[config.mk]
export PLATFORM = sky130hd
export DESIGN_NAME = sorted_priority_queue
export DESIGN_NICKNAME = d
export VERILOG_FILES = /design/src/hw/rtl/spq_pkg.sv /design/src/hw/rtl/sorted_priority_queue.sv /design/src/hw/rtl/spq_cell.sv
export SDC_FILE = /design/constraint.sdc
export NUM_CORES = 2
export LEC_CHECK = 0
export ABC_CLOCK_PERIOD_IN_PS = 11900
export BUFFER_PORTS_ARGS = -buffer_cell sky130_fd_sc_hd__buf_4
export CORE_AREA = 4 4 264 266
export DETAILED_ROUTE_END_ITERATION = 8
export DIE_AREA = 0 0 268 270
export PLACE_DENSITY_LB_ADDON = 0.25
export SYNTH_ARGS = -nofsm -noshare
export SYNTH_HDL_FRONTEND = slang
export SYNTH_HIERARCHICAL = 1
export SYNTH_SLANG_ARGS = --single-unit
[constraint.sdc]
create_clock -name clk -period 11.9 [get_ports clk]
set_input_delay 0.595 -clock clk [delete_from_list [all_inputs] [get_ports clk]]
set_output_delay 0.595 -clock clk [all_outputs]
set_load 0.02 [all_outputs]
[src/hw/rtl/spq_pkg.sv]
`timescale 1ns / 1ps
package spq_pkg;

  localparam int DataW = 32;
  localparam int PriW  = 8;
  localparam int OccW  = 5;

  typedef enum logic [1:0] {
    ST_OK    = 2'd0,
    ST_FULL  = 2'd1,
    ST_EMPTY = 2'd2
  } status_t;

  typedef enum logic {
    REQ_ENQ = 1'b0,
    REQ_DEQ = 1'b1
  } req_t;

  // contents of one cell
  typedef struct packed {
    logic             valid;
    logic [DataW-1:0] value;
    logic [PriW-1:0]  pri;
  } entry_t;

  // operation broadcast to every cell
  typedef struct packed {
    logic             enq;
    logic             deq;
    logic [DataW-1:0] value;
    logic [PriW-1:0]  pri;
  } cell_op_t;

  localparam logic [DataW-1:0] NoneData = '1;

endpackage

[src/hw/rtl/sorted_priority_queue.sv]
`timescale 1ns / 1ps
// The result of an input transfer is registered and appears on the m side in the next cycle.
// Throughput: one request per cycle while m_tready is high; the row of cells
// moves every entry (hold, shift or load) in the same cycle the request lands.
// A result waiting on m_tready holds off new requests until it is taken.
// Reset clears the cell valid bits, the entry count and the output valid.
module sorted_priority_queue
  import spq_pkg::*;
#(
  parameter int DEPTH = 16
) (
  input  logic         clk,
  input  logic         rst,
  input  logic         s_tvalid,
  output logic         s_tready,
  input  logic [39:0]  s_tdata,   // data_in[31:0], priority_in[39:32]
  input  logic         s_tuser,   // req_type[0]
  output logic         m_tvalid,
  input  logic         m_tready,
  output logic [103:0] m_tdata,   // removed_data[31:0], head_data[63:32],
                                  // tail_data[95:64], occupancy[100:96], zero pad
  output logic [1:0]   m_tuser    // status[1:0]
);

  localparam int CntW = $clog2(DEPTH + 1);

  logic [CntW-1:0]  count;
  logic [CntW-1:0]  count_next;
  logic [DataW-1:0] tail;
  logic [DataW-1:0] tail_next;
  logic [DataW-1:0] head_next;
  logic [DataW-1:0] removed_next;
  status_t          status_next;

  logic [DataW-1:0] data_in;
  logic [PriW-1:0]  priority_in;
  req_t             req_type;
  logic             xfer;
  logic             is_full;
  logic             is_empty;
  logic             at_end;

  entry_t           ents [DEPTH];
  logic [DEPTH-1:0] keeps;
  logic [DEPTH-1:0] open_slot;
  cell_op_t         op;

  logic [DataW-1:0] removed_data;
  logic [DataW-1:0] head_data;
  logic [DataW-1:0] tail_data;
  logic [OccW-1:0]  occupancy;
  status_t          status;

  assign data_in     = s_tdata[DataW-1:0];
  assign priority_in = s_tdata[DataW+PriW-1:DataW];
  assign req_type    = req_t'(s_tuser);

  assign s_tready = !m_tvalid || m_tready;
  assign xfer     = s_tvalid && s_tready;
  assign is_full  = (count == CntW'(DEPTH));
  assign is_empty = (count == '0);

  assign op.enq   = xfer && (req_type == REQ_ENQ) && !is_full;
  assign op.deq   = xfer && (req_type == REQ_DEQ) && !is_empty;
  assign op.value = data_in;
  assign op.pri   = priority_in;

  for (genvar i = 0; i < DEPTH; i++) begin : g_cell
    entry_t left_e;
    entry_t right_e;
    logic   left_k;
    if (i == 0) begin : g_first
      assign left_e = '0;
      assign left_k = 1'b1;
    end else begin : g_mid
      assign left_e = ents[i-1];
      assign left_k = keeps[i-1];
    end
    if (i == DEPTH - 1) begin : g_last
      assign right_e = '0;
    end else begin : g_inner
      assign right_e = ents[i+1];
    end
    spq_cell u_cell (
      .clk       (clk),
      .rst       (rst),
      .op        (op),
      .left      (left_e),
      .left_keep (left_k),
      .right     (right_e),
      .ent       (ents[i]),
      .keep      (keeps[i])
    );
    assign open_slot[i] = ents[i].valid && !keeps[i];
  end

  // newcomer lands behind every held entry
  assign at_end = (open_slot == '0);

  always_comb begin
    count_next   = count;
    tail_next    = tail;
    removed_next = '0;
    status_next  = ST_OK;
    if (req_type == REQ_ENQ) begin
      if (is_full) begin
        status_next = ST_FULL;
      end else begin
        count_next = count + CntW'(1);
        if (at_end) begin
          tail_next = data_in;
        end
      end
    end else begin
      if (is_empty) begin
        status_next = ST_EMPTY;
      end else begin
        count_next   = count - CntW'(1);
        removed_next = ents[0].value;
      end
    end

    head_next = ents[0].value;
    if (op.enq && !keeps[0]) begin
      head_next = data_in;
    end else if (op.deq) begin
      head_next = ents[1].valid ? ents[1].value : NoneData;
    end
    if (count_next == '0) begin
      head_next = NoneData;
    end
  end

  always_ff @(posedge clk) begin
    if (xfer) begin
      tail         <= tail_next;
      removed_data <= removed_next;
      head_data    <= head_next;
      tail_data    <= (count_next == '0) ? NoneData : tail_next;
      occupancy    <= OccW'(count_next);
      status       <= status_next;
    end
    if (rst) begin
      count    <= '0;
      m_tvalid <= 1'b0;
    end else begin
      if (xfer) begin
        count <= count_next;
      end
      if (xfer) begin
        m_tvalid <= 1'b1;
      end else if (m_tready) begin
        m_tvalid <= 1'b0;
      end
    end
  end

  assign m_tdata = {3'b000, occupancy, tail_data, head_data, removed_data};
  assign m_tuser = status;

endmodule

[src/hw/rtl/spq_cell.sv]
`timescale 1ns / 1ps
module spq_cell
  import spq_pkg::*;
(
  input  logic     clk,
  input  logic     rst,
  input  cell_op_t op,
  input  entry_t   left,
  input  logic     left_keep,
  input  entry_t   right,
  output entry_t   ent,
  output logic     keep
);

  entry_t ent_next;

  // a cell keeps its entry on insert when it ranks at or above the newcomer
  assign keep = ent.valid && (ent.pri >= op.pri);

  always_comb begin
    ent_next = ent;
    if (op.enq) begin
      if (!keep) begin
        if (left_keep) begin
          ent_next.valid = 1'b1;
          ent_next.value = op.value;
          ent_next.pri   = op.pri;
        end else begin
          ent_next = left;
        end
      end
    end else if (op.deq) begin
      ent_next = right;
    end
  end

  always_ff @(posedge clk) begin
    ent.value <= ent_next.value;
    ent.pri   <= ent_next.pri;
    if (rst) begin
      ent.valid <= 1'b0;
    end else begin
      ent.valid <= ent_next.valid;
    end
  end

endmodule

==> qor.txt <==
===============================================================================================
Via/cell ratio ...................................................................        6.069
Worst-case setup margin in the final layout ......................................     6.563 ns
FF+latch count, synth ............................................................          797
Number of enable flip-flop cells after synthesis .................................          775
Starting utilization of the core area ............................................       0.6460
Cells resized by post-CTS repair .................................................            0
Classification of the worst-slack hold path ......................................    in -> reg
Gate count of the mapped netlist .................................................        3,881
Endpoint of the lowest-slack register-to-register path ........................... g_cell[12].u_cell/ent[32]
Leading post-synthesis cells by instance count ................................... edfxtp_1 (775), nor2_1 (694), a21oi_1 (663)
Number of max-capacitance violations reported ....................................            0
Drt wl/cell ......................................................................     20.31 um
Finished layout cell area ........................................................ 47,470 sq um
Power per standard cell area ..................................................... 156.0 nW/um^2
CTS Sinks ........................................................................          797
Post-synthesis area per instance .................................................  11.16 sq um
Library cell with the highest instance count after synthesis .....................     edfxtp_1
Most frequent CP cell ............................................................        buf_4
Hold Path End ....................................................................     m_tvalid
Die area ......................................................................... 72,360 sq um
Result of the run ................................................................ complete, no violations
DP HPWL ..........................................................................    63,560 um
Critical setup path kind .........................................................   reg -> reg
Std cell rows ....................................................................           95
Layout cells sized above 1 .......................................................      0.09970
Slowest cell on crit path ........................................................        buf_4
Pin count of the biggest net entering global routing .............................          284
Worst VDD drop ...................................................................    0.1051 mV
Kind of launch point of the worst setup path .....................................         flop
Setup repair after global routing missed its margin ..............................        false
Worst path max stage delay .......................................................      0.83 ns
Final critical-path share of the clock period ....................................       0.4485
Maximum achievable frequency .....................................................    187.4 MHz
Global-route usage over all layers ...............................................       0.2688
Fill count .......................................................................        4,797
Post-layout total power ..........................................................     7.405 mW
Required time worst endpoint .....................................................     12.15 ns
Setup_tns ........................................................................         0 ns
Routed wire length ...............................................................    99,840 um
Final min period .................................................................     5.337 ns
Placed insts .....................................................................        4,760
H-tree level count ...............................................................            3
Largest cells by area after synthesis ............................................ edfxtp_1 (54%), mux2i_1 (15%), a21oi_1 (7.7%)
Total core area .................................................................. 67,040 sq um
Worst setup path startpoint ......................................................     count[0]
IO Pins ..........................................................................          153
Fraction of synthesized cell area taken by the top area cell type ................       0.5373
Worst slack at placement .........................................................     6.706 ns
Number of nets with antenna violations after detailed routing ....................            0
Final Hold Viols .................................................................            0
Clock buffer depth ...............................................................            3
Die Span Y .......................................................................       270 um
Final slew viol count ............................................................            0
Final weighted congestion in routability-driven placement ........................       0.8150
Layout area overhead .............................................................       9.614%
Antenna violations before repair .................................................            1
Clock buffers created by TritonCTS ...............................................           84
Least-Margin Pin Slew ............................................................     1.343 ns
Cell Area, Synth ................................................................. 43,310 sq um
Cell depth of the worst min-delay path ...........................................            3
Relative slew slack ..............................................................       0.1046
Setup-failing EPs final ..........................................................            0
Reg2reg setup slack ..............................................................      6.56 ns
Post-CTS setup repair buffer count ...............................................            0
Clk_lat worst skew ...............................................................      0.64 ns
Primary flip-flop cell chosen by synthesis mapping ...............................     edfxtp_1
First-pass GRT wire length .......................................................   157,800 um
Netlist cell types ...............................................................           48
DR vias ..........................................................................       29.84k
Largest driver fanout on the critical path .......................................          211
Clock tree from TritonCTS ........................................................        built
FF-to-FF Start ...................................................................     count[0]
Lkg Pwr ..........................................................................     17.29 nW
Starting DRC count in detailed routing ...........................................        3,434
Share of async-settable or async-resettable flops after synthesis ................            0
Register-to-Register Path Depth ..................................................            9
Cell area reported after detailed placement ...................................... 44,840 sq um
Critical Path, Cell by Cell ...................................................... inv_1 -> ha_1 -> nor3b_1 -> a21o_1 -> nor2_4 -> buf_12 -> buf_4 -> a31o_2 -> buf_4
Proportion of synthesized chip area in sequential cells ..........................       0.5475
Worst Skew .......................................................................   0.02203 ns
Cell taking the most area after synthesis ........................................     edfxtp_1
Critical hold path startpoint ....................................................     s_tvalid
Number of cells in the finished layout apart from fillers ........................        4,916
Cts-stage hold buffer count ......................................................            0
Arr. time, crit path .............................................................      5.59 ns
Number of warnings reported in the yosys synthesis log ...........................            6
First-pass iteration count of the detailed router ................................            6
Die outline width ................................................................       268 um
Crit path capture type ...........................................................         flop
I/O Buffers ......................................................................          149
Final-stage net count ............................................................        4,148
Via count of the first global-routing pass .......................................       28.63k
Clock input transition at the sequential cells of the worst setup and hold paths .      0.06 ns
Library cell used as clock root buffer ...........................................    clkbuf_16
# DRC ............................................................................            0
Sum of overflow across all layers after global routing ...........................            0
===============================================================================================
-- report_power, final --
part | internal (mW) | switching, mW | total, mW
combinational | 0.445 | 0.794 | 1.24
clock | 1.43 | 1.10 | 2.53
sequential | 3.48 | 0.160 | 3.64
-- registers in the layout, summed over array words and instances, names as in the netlist --
signal / cells
m_tuser: 2
removed_data: 32
count: 5
g_cell.u_cell/ent: 656
tail: 32
tail_data: 32
head_data: 32
m_tvalid: 1
occupancy: 5
-- layout make-up --
class / count / area [sq um] / share of cell area
Sequential cell: 797 / 23710 / 0.4995
Multi-Input combinational cell: 2757 / 18000 / 0.3791
Clock buffer: 109 / 2247 / 0.04733
Timing Repair Buffer: 195 / 1514 / 0.03189
Tap cell: 873 / 1092 / 0.02301
Inverter: 138 / 523.0 / 0.01102
Clock inverter: 46 / 385.4 / 0.008117
Antenna cell: 1 / 2.502 / 0.00005271
-- metrics by stage --
| stage | utilization | hold WS, ns |
|---|---|---|
| 6_report | 0.7082 | 0.2224 |
| 5_1_grt | 0.7082 | 0.2220 |
| 4_1_cts | 0.7081 | 0.1907 |
| 3_5_place_dp | 0.6689 | 0.5149 |
| 3_3_place_gp | 0.6689 | 0.5079 |
| 2_1_floorplan | - | 0.4800 |
-- logic make-up after synthesis --
group | Yosys count | share of synthesized area
adder cells (fa/ha/maj) | 130 | 0.03756
flip-flops | 797 | 0.5475
buffers and inverters | 411 | 0.04585
AND/OR/NAND/NOR | 1028 | 0.1058
multiplexers | 644 | 0.1489
XOR/XNOR | 2 | 0.0004045
AO/OA/AOI/OAI | 867 | 0.1139
other | 2 | 0.0001734
-- routing by layer --
layer / wire length, um / track usage / share of wire
met1: 43940 / 0.3962 / 0.44
met2: 45480 / 0.4181 / 0.46
met3: 8557 / 0.04774 / 0.086
met4: 1854 / 0.06749 / 0.019
met5: 0 / 0 / 0
-- cell usage in the layout, fill, tap and decap left out, drive strengths merged, types with 2 or more instances in the layout --
| cell | instances |
|---|---|
| bufinv | 4 |
| nor3b | 49 |
| a211oi | 18 |
| o311ai | 32 |
| a31o | 16 |
| a2111oi | 4 |
| a21o | 17 |
| a221o | 16 |
| clkbuf | 109 |
| conb | 86 |
| o31ai | 16 |
| a21oi | 663 |
| and3 | 48 |
| dfxtp | 22 |
| clkinv | 39 |
| nor2b | 46 |
| inv | 140 |
| or2 | 2 |
| and2 | 2 |
| mux2i | 643 |
| xnor2 | 2 |
| nand2 | 108 |
| a311oi | 16 |
| nor2 | 694 |
| edfxtp | 775 |
| buf | 195 |
| nand3b | 3 |
| nand3 | 64 |
| ha | 130 |
| o2111a | 16 |
| o21ai | 52 |
| or3b | 2 |
| nand2b | 3 |
-- worst max-delay path by stage --
| stage | to | cells past startpoint |
|---|---|---|
| after floorplan | g_cell[0].u_cell/ent[0] | 8 |
| after global placement | g_cell[12].u_cell/ent[31] | 9 |
| after detailed placement | g_cell[10].u_cell/ent[28] | 9 |
| after CTS | g_cell[10].u_cell/ent[25] | 9 |
| after global routing | g_cell[12].u_cell/ent[31] | 9 |
| final | g_cell[12].u_cell/ent[32] | 9 |
-- worst max-delay path: cells and delay by family, from the launching register on --
family / cells / cell delay, ns
fa+ha+maj: 1 / 0.28
flops: 1 / 0.40
buf+inv: 4 / 2.11
simple gates: 2 / 0.95
compound gates: 2 / 0.96
Note: power is estimated with default switching activity, not from simulation.
